## config.mk

```make
export PLATFORM = sky130hd
export DESIGN_NAME = lc3ie_reg_file
export DESIGN_NICKNAME = d
export VERILOG_FILES = /design/src/lc3ie_pkg.sv /design/src/lc3ie_reg_file.sv
export SDC_FILE = /design/constraint.sdc
export NUM_CORES = 1
export LEC_CHECK = 0
export ABC_AREA = 1
export BUFFER_PORTS_ARGS = -buffer_cell sky130_fd_sc_hd__buf_2
export CAP_MARGIN = 20
export CORE_MARGIN = 8
export CORE_UTILIZATION = 40
export DETAILED_ROUTE_END_ITERATION = 8
export PLACE_DENSITY = 0.57
export SYNTH_ARGS = -nofsm -noshare
export SYNTH_HDL_FRONTEND = slang
export SYNTH_SLANG_ARGS = --single-unit
```

## constraint.sdc

```tcl
create_clock -name clk -period 1.1 [get_ports clk]
set_input_delay 0.055 -clock clk [delete_from_list [all_inputs] [get_ports clk]]
set_output_delay 0.055 -clock clk [all_outputs]
set_load 0.01 [all_outputs]
```

## src/lc3ie_pkg.sv

```systemverilog
// Shared types, opcodes and helper functions for the LC-3 instruction execute block.
// Used by the register file, the word memory and the top level; no dependencies.
package lc3ie_pkg;

	localparam int MEM_ADDR_BITS_DEF = 16;
	localparam int WORD_W = 16;
	localparam int REG_IDX_W = 3;
	localparam int IN_TDATA_W = 40;
	localparam int OUT_TDATA_W = 96;

	// command codes carried on the input stream
	typedef enum logic [1:0] {
		CMD_WRITE  = 2'd0,
		CMD_READ   = 2'd1,
		CMD_SET_PC = 2'd2,
		CMD_EXEC   = 2'd3
	} cmd_t;

	// instruction opcodes, bits 15:12
	typedef enum logic [3:0] {
		OP_BR   = 4'd0,
		OP_ADD  = 4'd1,
		OP_LD   = 4'd2,
		OP_ST   = 4'd3,
		OP_JSR  = 4'd4,
		OP_AND  = 4'd5,
		OP_LDR  = 4'd6,
		OP_STR  = 4'd7,
		OP_RTI  = 4'd8,
		OP_NOT  = 4'd9,
		OP_LDI  = 4'd10,
		OP_STI  = 4'd11,
		OP_JMP  = 4'd12,
		OP_RES  = 4'd13,
		OP_LEA  = 4'd14,
		OP_TRAP = 4'd15
	} opcode_t;

	localparam logic [2:0] FLAG_N = 3'b100;
	localparam logic [2:0] FLAG_Z = 3'b010;
	localparam logic [2:0] FLAG_P = 3'b001;

	localparam logic [REG_IDX_W-1:0] LINK_REG = 3'd7;

	// register file write request
	typedef struct packed {
		logic                 en;
		logic [REG_IDX_W-1:0] num;
		logic [WORD_W-1:0]    value;
	} rf_wr_t;

	function automatic logic [WORD_W-1:0] sext5(input logic [WORD_W-1:0] ir);
		return {{11{ir[4]}}, ir[4:0]};
	endfunction

	function automatic logic [WORD_W-1:0] sext6(input logic [WORD_W-1:0] ir);
		return {{10{ir[5]}}, ir[5:0]};
	endfunction

	function automatic logic [WORD_W-1:0] sext9(input logic [WORD_W-1:0] ir);
		return {{7{ir[8]}}, ir[8:0]};
	endfunction

	function automatic logic [WORD_W-1:0] sext11(input logic [WORD_W-1:0] ir);
		return {{5{ir[10]}}, ir[10:0]};
	endfunction

	// exactly one condition code from the sign and zero-ness of a value
	function automatic logic [2:0] cond_code(input logic [WORD_W-1:0] v);
		logic [2:0] cc;
		if (v[WORD_W-1]) begin
			cc = FLAG_N;
		end else if (v == '0) begin
			cc = FLAG_Z;
		end else begin
			cc = FLAG_P;
		end
		return cc;
	endfunction

endpackage

```

## src/lc3ie_reg_file.sv

```systemverilog
// Eight-entry general register file: two registered read ports and one write port.
// Entries not yet written read as zero through per-entry valid bits. Depends on lc3ie_pkg.
module lc3ie_reg_file (
	input  logic                                clk,
	input  logic                                arst_n,
	input  logic                                rd_en,
	input  logic [lc3ie_pkg::REG_IDX_W-1:0]     rd_addr_a,
	input  logic [lc3ie_pkg::REG_IDX_W-1:0]     rd_addr_b,
	output logic [lc3ie_pkg::WORD_W-1:0]        rd_data_a,
	output logic [lc3ie_pkg::WORD_W-1:0]        rd_data_b,
	input  lc3ie_pkg::rf_wr_t                   wr
);

	localparam int DEPTH = 2**lc3ie_pkg::REG_IDX_W;

	logic [lc3ie_pkg::WORD_W-1:0] regs [DEPTH];
	logic [DEPTH-1:0]             valid_q;
	logic [lc3ie_pkg::WORD_W-1:0] a_data_q;
	logic [lc3ie_pkg::WORD_W-1:0] b_data_q;
	logic                         a_ok_q;
	logic                         b_ok_q;

	// storage and registered reads
	always_ff @(posedge clk) begin
		if (wr.en) begin
			regs[wr.num] <= wr.value;
		end
		if (rd_en) begin
			a_data_q <= regs[rd_addr_a];
			b_data_q <= regs[rd_addr_b];
		end
	end

	// valid bits, cleared by reset so every register starts at zero
	always_ff @(posedge clk or negedge arst_n) begin
		if (!arst_n) begin
			valid_q <= '0;
			a_ok_q  <= 1'b0;
			b_ok_q  <= 1'b0;
		end else begin
			if (wr.en) begin
				valid_q[wr.num] <= 1'b1;
			end
			if (rd_en) begin
				a_ok_q <= valid_q[rd_addr_a];
				b_ok_q <= valid_q[rd_addr_b];
			end
		end
	end

	assign rd_data_a = a_ok_q ? a_data_q : '0;
	assign rd_data_b = b_ok_q ? b_data_q : '0;

endmodule

```

==> reports/metrics.csv <==
stage;metric;value;unit
drt;wl;20900;um
logic_synthesis;synthTopCellsByArea;edfxtp_1 (60%), o21ai_1 (8.9%), nand2_1 (7.2%), inv_1 (3.6%), nor2_1 (3.4%);
sta;setup_ws;-0.192;ns
sta;relSlewSlack;0.816;
logic_synthesis;synth_mux_area_frac;0;
place;portBuffers;60;
place;routabilityCongestion;0.808;
clock_network;clk_latency;0.43;ns
logic_synthesis;avgSynthCellArea;9.95;um2
global_route;grt_max_degree;51;
logic_synthesis;yosys.area_share.simple;0.114;
clock_network;numClockSinks;170;
flow_run;max_cap_violations;0;
cells_and_area;fin_area;0.00989;mm2
sta;fin_crit_sh;1.17;
die;rows;52;
clock_network;root_buffer;clkbuf_16;
die;dieArea;0.0249;mm2
critical_path;crit_arrival;1.24;ns
sta;fmax;774;MHz
drt;vias_per_cell;5.13;
sta;rsz0062_at_grt;true;
logic_synthesis;netlist_area;0.00804;mm2
critical_path;r2r-start;regs[5][8]$_DFFE_PP_;
sta;setup_tns;-5.60;ns
critical_path;reg2reg_setup_slack;0.03;ns
critical_path;path_cells;buf_6 > nand2_1 > inv_1 > buf_2;
critical_path;r2r_cells;6;
die;core;0.0200;mm2
drt;postRouteAntennaNets;0;
outcome;failed_checks;negative setup slack;
die;die_h;158;um
sta;min_period;1.29;ns
critical_path;critPathRequiredTime;1.04;ns
logic_synthesis;yosysTopAreaCellShare;0.598;
global_route;grt_pass1_vias;5804;
critical_path;endpoint_kind;primary output;
critical_path;cpPeakStageDelay;0.43;ns
pwr;power_frac_comb;0.122;
sta;setup_violations;32;
pwr;power.share.clock;0.378;
logic_synthesis;synth_nets;837;
logic_synthesis;ys_ff_latch;170;
cells_and_area;layout.cells.most_common;edfxtp_1;
pwr;power_leakage;3.91;nW
logic_synthesis;ys_types;18;
logic_synthesis;synth-xor-area-share;0;
global_route;antenna_found_initial;0;
worst_hold_path;hold_path.class;in2async;
pwr;seqPwrFrac;0.500;
global_route;overflow;0;
critical_path;critPathMaxFanout;9;
pwr;p_sw_frac;0.241;
drt;vias;6039;
logic_synthesis;synth_cells;808;
critical_path;startpoint_type;flip-flop;
global_route;grt_use_total;0.173;
sta;worst_slew_pin_slew;0.275;ns
logic_synthesis;synth_top_family_by_area;compound AO/OA/AOI/OAI gates;
place;hpwl;13100;um
logic_synthesis;synth_compound_area_frac;0.171;
clock_network;cts_tree;done;
critical_path;slowest_stage;dfrtp_2;
cells_and_area;diodes;0;
drt;dr.first_iter.drc_count;485;
sta;drv_slew;0;
drt;post_drt_wl_per_cell;17.8;um
logic_synthesis;yosys.area.top_type;edfxtp_1;
clock_network;htree_levels;4;
cells_and_area;drive_gt1_frac;0.248;
critical_path;r2r-end;b_data_q[8]$_DFFE_PP_;
place;post_dp_cell_area;0.00886;mm2
outcome;status;finished with violations;
cells_and_area;layout_common_cells;edfxtp_1 (160), o21ai_1 (145), nand2_1 (129);
drt;drtPass1Iterations;5;
global_route;grt_first_pass_wirelength;32300;um
pwr;p_switching;3.62;mW
pwr;p_int;11.4;mW
drt;drc;0;
die;initial_core_util;0.402;
clock_network;cts_buffers;17;
clock_network;clk_pin_slew;0.06;ns
cells_and_area;nNetsFinal;923;
sta;final-hold-violation-count;0;
logic_synthesis;synth_fa_ha_area_frac;0;
cells_and_area;area_growth_syn_to_layout;23.0;%
pwr;vdd_ir_drop_max;1080;uV
die;die_x;158;um
pwr;p_per_area;1520;mW/mm2
logic_synthesis;yosysSeqAreaShare;0.629;
logic_synthesis;yosysWarnings;0;
clock_network;cts_buffer_depth;2;
critical_path;path_class;reg2out;
sta;skew;0.0116;ns
pwr;p_total;15.1;mW
die;num_io_pins;61;
[registers in the layout (all words and copies together) (netlist names)]
signal	count
valid_q	8
b_data_q	16
regs	128
a_data_q	16
b_ok_q	1
a_ok_q	1
[cells in the mapped netlist (all sizes together)]
cell type    n
o21ai      200
edfxtp     160
nand2      154
inv         80
nor2        72
a21oi       64
buf         46
nand3       14
dfrtp       10
clkbuf       6
clkinv       2
[what timing repair did]
action / CTS / global route
gates resized for setup: 21 / 82
endpoints found under the setup margin: 32 / 56
endpoints found under the hold margin: 138 / 0
pin swaps: 0 / 14
setup buffers: 4 / 0
hold buffers: 17 / 0
gates cloned: 0 / 0
[worst max-delay path by stage]
stage	startpoint	cells past startpoint	slack (ns)	to
after floorplan	wr[16]	3	-0.23	regs[0][0]$_DFFE_PP_
after global placement	rd_addr_a[0]	7	-0.01	a_data_q[0]$_DFFE_PP_
after detailed placement	rd_addr_a[0]	7	-0.02	a_data_q[0]$_DFFE_PP_
after CTS	a_ok_q$_DFFE_PN0P_	4	-0.21	rd_data_a[4]
after global routing	a_ok_q$_DFFE_PN0P_	4	-0.25	rd_data_a[10]
final	a_ok_q$_DFFE_PN0P_	4	-0.19	rd_data_a[8]
[logic make-up after synthesis]
family / Yosys count
buf+inv: 134
flops: 170
simple gates: 240
compound gates: 264
[through the flow]
stage | utilization | setup slack (ns) | hold slack, ns | cells
after CTS | 0.485 | -0.209 | 0.00220 | 1177
after global routing | 0.495 | -0.250 | 0.0233 | 1177
after floorplan | - | -0.227 | -0.241 | 808
final | 0.495 | -0.192 | 0.0140 | 1177
after detailed placement | 0.444 | -0.0219 | -0.0679 | 1124
after global placement | 0.444 | -0.0106 | -0.0722 | 1124
[critical path, delay by kind of cell (launching register included)]
kind | cells | cell delay (ns)
flip-flops | 1 | 0.43
AND/OR/NAND/NOR | 1 | 0.06
buffers and inverters | 3 | 0.32
[power groups by stage]
stage	Clock [mW]	Combinational, mW	Sequential (mW)
global route	6.02	2.02	7.55
CTS	5.78	1.71	7.51
floorplan	0	0.972	7.58
global placement	0	1.53	7.67
finish	5.69	1.83	7.53
detailed placement	0	1.55	7.67
[per-layer routing]
metal  track usage  vias up  share of wire
met3        0.0311       38          0.067
met5             0        -              0
met2         0.274      212           0.47
met4        0.0848        0          0.024
li1              -     2939              -
met1         0.226     2850           0.44
[final cells by class]
| type | count | area (um2) |
|---|---|---|
| sequential | 170 | 5060 |
| multi-input combinational | 504 | 2440 |
| tap | 270 | 338 |
| timing repair buffer | 119 | 1180 |
| fill | 1796 | 10100 |
| clock buffer | 18 | 429 |
| inverter | 82 | 310 |
| clock inverter | 14 | 131 |
(Power assumes the default switching activity.)
